<file path="config.mk">
export PLATFORM = sky130hd
export DESIGN_NAME = spfr_mac
export DESIGN_NICKNAME = d
export VERILOG_FILES = /design/src/sv/spfr_pkg.sv /design/src/sv/spfr_mac.sv
export SDC_FILE = /design/constraint.sdc
export NUM_CORES = 2
export LEC_CHECK = 0
export ABC_CLOCK_PERIOD_IN_PS = 6240
export BUFFER_PORTS_ARGS = -buffer_cell sky130_fd_sc_hd__buf_2
export CORE_MARGIN = 10
export CORE_UTILIZATION = 60
export CTS_CLUSTER_DIAMETER = 50
export DETAILED_ROUTE_END_ITERATION = 10
export PLACE_DENSITY = 0.74
export SLEW_MARGIN = 20
export SYNTH_ARGS = -nofsm -noshare
export SYNTH_HDL_FRONTEND = slang
export SYNTH_SLANG_ARGS = --single-unit
</file>
<file path="constraint.sdc">
create_clock -name clk -period 6.24 [get_ports clk]
set_clock_uncertainty 0.2 [all_clocks]
set_input_delay 1.56 -clock clk [delete_from_list [all_inputs] [get_ports clk]]
set_output_delay 1.56 -clock clk [all_outputs]
set_load 0.01 [all_outputs]
</file>
<file path="src/sv/spfr_pkg.sv">
// Package with the types and constants of the stereo polyphase resampler.
`default_nettype none

package spfr_pkg;

	// Default sizes of the filter.
	localparam int SPFR_TAPS       = 16;
	localparam int SPFR_MAX_PHASES = 64;

	// Fixed field widths.
	localparam int SAMPLE_W   = 16;
	localparam int COEF_W     = 18;
	localparam int COEF_IDX_W = 10;
	localparam int PROD_W     = SAMPLE_W + COEF_W;
	localparam int PCOUNT_W   = 7;
	localparam int CNT_W      = 9;

	// Configuration port.
	localparam int CFG_ADDR_W = 2;
	localparam int CFG_DATA_W = 32;

	// Action codes of an input transaction.
	typedef enum logic [1:0] {
		ACT_WRITE = 2'd0,
		ACT_READ  = 2'd1,
		ACT_LOAD  = 2'd2
	} action_t;

	// Sequencer states.
	typedef enum logic [1:0] {
		ST_IDLE,
		ST_MAC,
		ST_DRAIN
	} state_t;

	// Control from the sequencer to the multiply-accumulate unit.
	typedef struct packed {
		logic clear;
		logic valid;
	} mac_ctl_t;

endpackage

`default_nettype wire

</file>
<file path="src/sv/spfr_mac.sv">
// Stereo multiply-accumulate unit, one tap of both channels per cycle.
`default_nettype none

module spfr_mac import spfr_pkg::*; #(
	parameter int ACC_W = PROD_W + 4
) (
	input  wire logic                       clk,
	input  wire logic                       arst_n,
	input  wire mac_ctl_t                   ctl,
	input  wire logic signed [COEF_W-1:0]   coef,
	input  wire logic signed [SAMPLE_W-1:0] left_sample,
	input  wire logic signed [SAMPLE_W-1:0] right_sample,
	output logic signed [ACC_W-1:0]         acc_left,
	output logic signed [ACC_W-1:0]         acc_right,
	output logic                            busy
);

	logic signed [PROD_W-1:0] prod_left_s2;
	logic signed [PROD_W-1:0] prod_right_s2;
	logic                     valid_s2;
	logic signed [ACC_W-1:0]  acc_left_q;
	logic signed [ACC_W-1:0]  acc_right_q;

	// Product stage: one coefficient times both channel samples.
	always_ff @(posedge clk) begin
		prod_left_s2  <= coef * left_sample;
		prod_right_s2 <= coef * right_sample;
	end

	// Accumulate stage, cleared when a new read starts.
	always_ff @(posedge clk or negedge arst_n) begin
		if (!arst_n) begin
			valid_s2    <= 1'b0;
			acc_left_q  <= '0;
			acc_right_q <= '0;
		end else begin
			valid_s2 <= ctl.valid;
			if (ctl.clear) begin
				acc_left_q  <= '0;
				acc_right_q <= '0;
			end else if (valid_s2) begin
				acc_left_q  <= acc_left_q + ACC_W'(prod_left_s2);
				acc_right_q <= acc_right_q + ACC_W'(prod_right_s2);
			end
		end
	end

	assign acc_left  = acc_left_q;
	assign acc_right = acc_right_q;
	assign busy      = valid_s2;

endmodule

`default_nettype wire

</file>
# ---- Word-level counts from Yosys, hierarchy flattened
# Index checks and enable logic that the tools add are counted.
dict set report totals {
  in_bits 54
  ff_bits 145
  output_inout_bits 77
  word_cells 14
}
dict set report op_classes {
  n_addsub 2
  reduce_logical 1
  mul 2
  n_mux 4
}
# operator count
set op_table {}
lappend op_table {{38-bit 2-to-1 mux} 4}
lappend op_table {{38-bit by 34-bit adder with 38-bit output} 2}
lappend op_table {{18-bit by 16-bit multiplier with 34-bit output} 2}
lappend op_table {{2-bit nonzero test} 1}

# ---- Depth between registers and ports, before layout
dict set report depth {
  ltp_word 3
  mapped_depth 26
  depth_no_buf 23
}

# ---- Least setup slack after synthesis
# Ideal clock, no wire load.
dict set report synth_timing {
  kind {input port to flip-flop}
  startpoint {in left_sample[7]}
  endpoint {reg prod_left_s2[32]}
  stages 23
  setup_slack_ns -1.465
  setup_time_ns 0.072
  t_arrival_ns 7.433
  t_required_ns 5.968
  path_cell_list {clkbuf_1 -> clkbuf_1 -> nand2_1 -> fa_1 -> inv_1 -> fa_1 -> fa_1 -> fa_1 -> fa_1 -> inv_1 -> fa_1 -> inv_1 -> ha_1 -> a211oi_1 -> nand2_1 -> or3_1 -> a21oi_1 -> o31ai_1 -> o21a_1 -> a311o_1 -> a31o_2 -> a21oi_1 -> xnor2_1}
}
dict set report synth_between {
  elab_chain_cells 1
}
# element line
set synth_rtl {}
lappend synth_rtl {{start, declared} spfr_mac.sv:11} ;# input wire logic signed [SAMPLE_W-1:0] left_sample,
lappend synth_rtl {{18-bit by 16-bit multiplier with 34-bit output} spfr_mac.sv:26} ;# prod_left_s2 <= coef * left_sample;
lappend synth_rtl {{end signal, assigned} spfr_mac.sv:26}
lappend synth_rtl {{end, declared} spfr_mac.sv:18} ;# logic signed [PROD_W-1:0] prod_left_s2;
# Every way passes these cells.
# A chain may end at the register's enable or synchronous reset.

# ---- Final worst setup path
dict set report layout_timing {
  startpoint {in coef[9]}
  endpoint {reg prod_right_s2[33]}
}
dict set report layout_between {
  elab_chain_cells 1
}
# element line
set layout_rtl {}
lappend layout_rtl {{start, declared} spfr_mac.sv:10} ;# input wire logic signed [COEF_W-1:0] coef,
lappend layout_rtl {{18-bit by 16-bit multiplier with 34-bit output} spfr_mac.sv:27} ;# prod_right_s2 <= coef * right_sample;
lappend layout_rtl {{end signal, assigned} spfr_mac.sv:27}
lappend layout_rtl {{end, declared} spfr_mac.sv:19} ;# logic signed [PROD_W-1:0] prod_right_s2;
# Every way passes these cells.

==> run summary <==
status - finished, violations left
violated checks - negative setup slack
initial antenna violation count - 0
syn_nets - 4,096
Synth cell types - 76
Slew HR - 21.62%
WL met1 - 32,640 um
Syn Area/Cell - 9.176 um^2
Die Area - 58,420 um^2
period utilization - 113.7%
via/cell ratio - 5.481
Primary FF master, synth - dfrtp_1
clock root buffer - clkbuf_16
RSZ-0062 raised after global routing - yes
post-synthesis cell count - 3,214
Mapped Area - 29,490 um^2
critical path required time - 6.41 ns
setup slack after layout - -0.8558 ns
worst hold path class - flop to flop
synth cell count leaders - 655 x inv_1, 582 x fa_1, 332 x nand2_1
Routed Antenna Nets - 0
Worst Hold Slack - 0.3298 ns
clk_lat worst skew - 0.46 ns
Layout fillers - 3,424
dpl hpwl - 63,480 um
Nets - 4,535
top-level port count - 131
fraction of layout cells with a size suffix above 1 - 23.35%
core box area - 48,750 um^2
global router's overall resource usage - 27.08%
Tmin final - 7.096 ns
CTS Sinks - 145
Clock Path Buffers - 2
area leader, netlist - fa_1
top-count cell post-synth - inv_1
WL per Instance - 18.07 um
Post-synth EDFFs - 0
register area share after synthesis - 11.15%
clk slew on worst S/H paths - 0.07 ns
share of the synthesized area in the top cell type - 39.51%
max cap viols - 0
cts bufs inserted - 17
depth of the CTS H-tree - 4
first-pass GRT wire length - 129,200 um
arrival time worst endpoint - 7.27 ns
WS Path Type - input pin to flop
Die Width - 241.7 um
TritonRoute pass-1 iters - 5
crit-path max FO - 7
Seq cells post-synth - 145
fmax - 140.9 MHz
DRC - 0
Async SR Flop Fraction - 53.10%
chip height - 241.7 um
Setup-failing EPs final - 42
DR vias - 23,732
number of cell rows - 81
# port buffers - 130
Slew @ Worst Pin - 1.173 ns
starting density of the core - 60.50%
DR top layer - met4
n_diodes - 0
top post-synthesis cells by area - fa_1 40%, ha_1 10%, inv_1 8.3%
fin. max-slew vios - 0
Crit. End Element - flop
GPL Wtd Cong - 0.9497
final wirelength - 78,240 um
Initial DRC Count - 1,503
remaining global-route overflow - 0
vias in the first global route - 25,794
routed wl met2 - 38,750 um
CP Launch Type - input pin
CTS tree - done
area grow syn2layout - 23.42%
Final Hold Fails - 0
largest net degree at the start of global routing - 53
met3 WL - 5043 um
Synth warnings - 0
## cells in the final DEF (no fill, tap or decap), types with 23 or more instances in the layout
| cell type | count |
|---|---|
| xor2_1 | 30 |
| a21o_1 | 60 |
| and2_4 | 46 |
| buf_4 | 325 |
| fa_2 | 37 |
| dfxtp_1 | 68 |
| buf_2 | 94 |
| nor2_1 | 146 |
| a21oi_1 | 91 |
| a21oi_2 | 23 |
| ha_4 | 28 |
| xnor2_1 | 92 |
| and2_1 | 234 |
| o21ai_0 | 47 |
| nand2_1 | 304 |
| buf_12 | 33 |
| inv_2 | 36 |
| mux2i_1 | 36 |
| ha_1 | 210 |
| buf_6 | 73 |
| fa_1 | 545 |
| dfrtp_1 | 76 |
| inv_1 | 618 |
## layout make-up
type / instances / area [um^2] / share of cell area, %
repair buffers: 544 / 4711 / 12.94
inverters: 656 / 2465 / 6.772
clock inverters: 12 / 122.6 / 0.3369
well taps: 664 / 830.8 / 2.283
flip-flops and latches: 145 / 3292 / 9.044
multi-input cells: 2289 / 24520 / 67.37
clock buffers: 20 / 456.7 / 1.255
## registers in the layout (all words and copies together) (netlist names)
signal and flops:
acc_left 38, acc_right 38, prod_left_s2 34, prod_right_s2 34, busy 1
## through the flow
step	instances	area [um^2]	util [%]	setup TNS [ns]	setup slack, ns
3_3_place_gp	4217	33720	69.16	-40.11	-1.503
2_1_floorplan	3214	30460	-	-15.42	-0.9933
3_5_place_dp	4217	33720	69.16	-43.23	-1.569
5_1_grt	4330	36400	74.66	-23.20	-0.9925
4_1_cts	4316	35900	73.64	-14.22	-0.7906
6_report	4330	36400	74.66	-17.22	-0.8558
## critical path, stage by stage
cell and delay (ns):
buf_12 0.11, buf_8 0.12, buf_12 0.11, buf_12 0.11
nand2_4 0.05, fa_1 0.49, inv_2 0.04, fa_1 0.57
fa_1 0.48, fa_1 0.52, fa_1 0.52, inv_1 0.05
fa_1 0.51, inv_2 0.05, ha_4 0.27, buf_4 0.11
o211ai_1 0.12, a21oi_2 0.24, o21ai_4 0.11, o21a_1 0.23
a311o_1 0.30, o211ai_1 0.26, a21oi_2 0.11, xnor2_2 0.21
## kinds of logic after synthesis
kind of cell / after synthesis / share of synthesized area (%)
simple gates: 898 / 14.92
flops: 145 / 11.15
fa+ha+maj: 828 / 49.94
compound gates: 396 / 8.897
mux: 37 / 1.273
buf+inv: 780 / 9.958
xor+xnor: 130 / 3.861
## what timing repair did
item / CTS / global route
hold buffers: 0 / 0
endpoints found under the setup margin: 42 / 44
gates resized for setup: 272 / 101
gates cloned: 3 / 0
setup buffers: 78 / 27
pin swaps: 173 / 130
## worst paths after layout
check	startpoint	endpoint	slack, ns	cells past startpoint
max	coef[9]	prod_right_s2[33]	-0.86	24
min	acc_left[25]	acc_left[25]	0.33	2
max reg2reg	acc_right[0]	acc_right[32]	1.94	12
min reg2reg	acc_left[25]	acc_left[25]	0.33	2
max in group asynchronous	arst_n	busy	3.91	2
min in group asynchronous	arst_n	acc_right[13]	0.85	1
## per-layer routing
layer  track usage, %  up-vias
li1                 -    10772
met1            35.56    12066
met2            46.07      784
met3            4.078      110
met4            7.379        0
met5                0        -
Power is left out: the tool's default activity adds up to more than one toggle a clock period on the data nets, which glitch-free logic cannot reach.
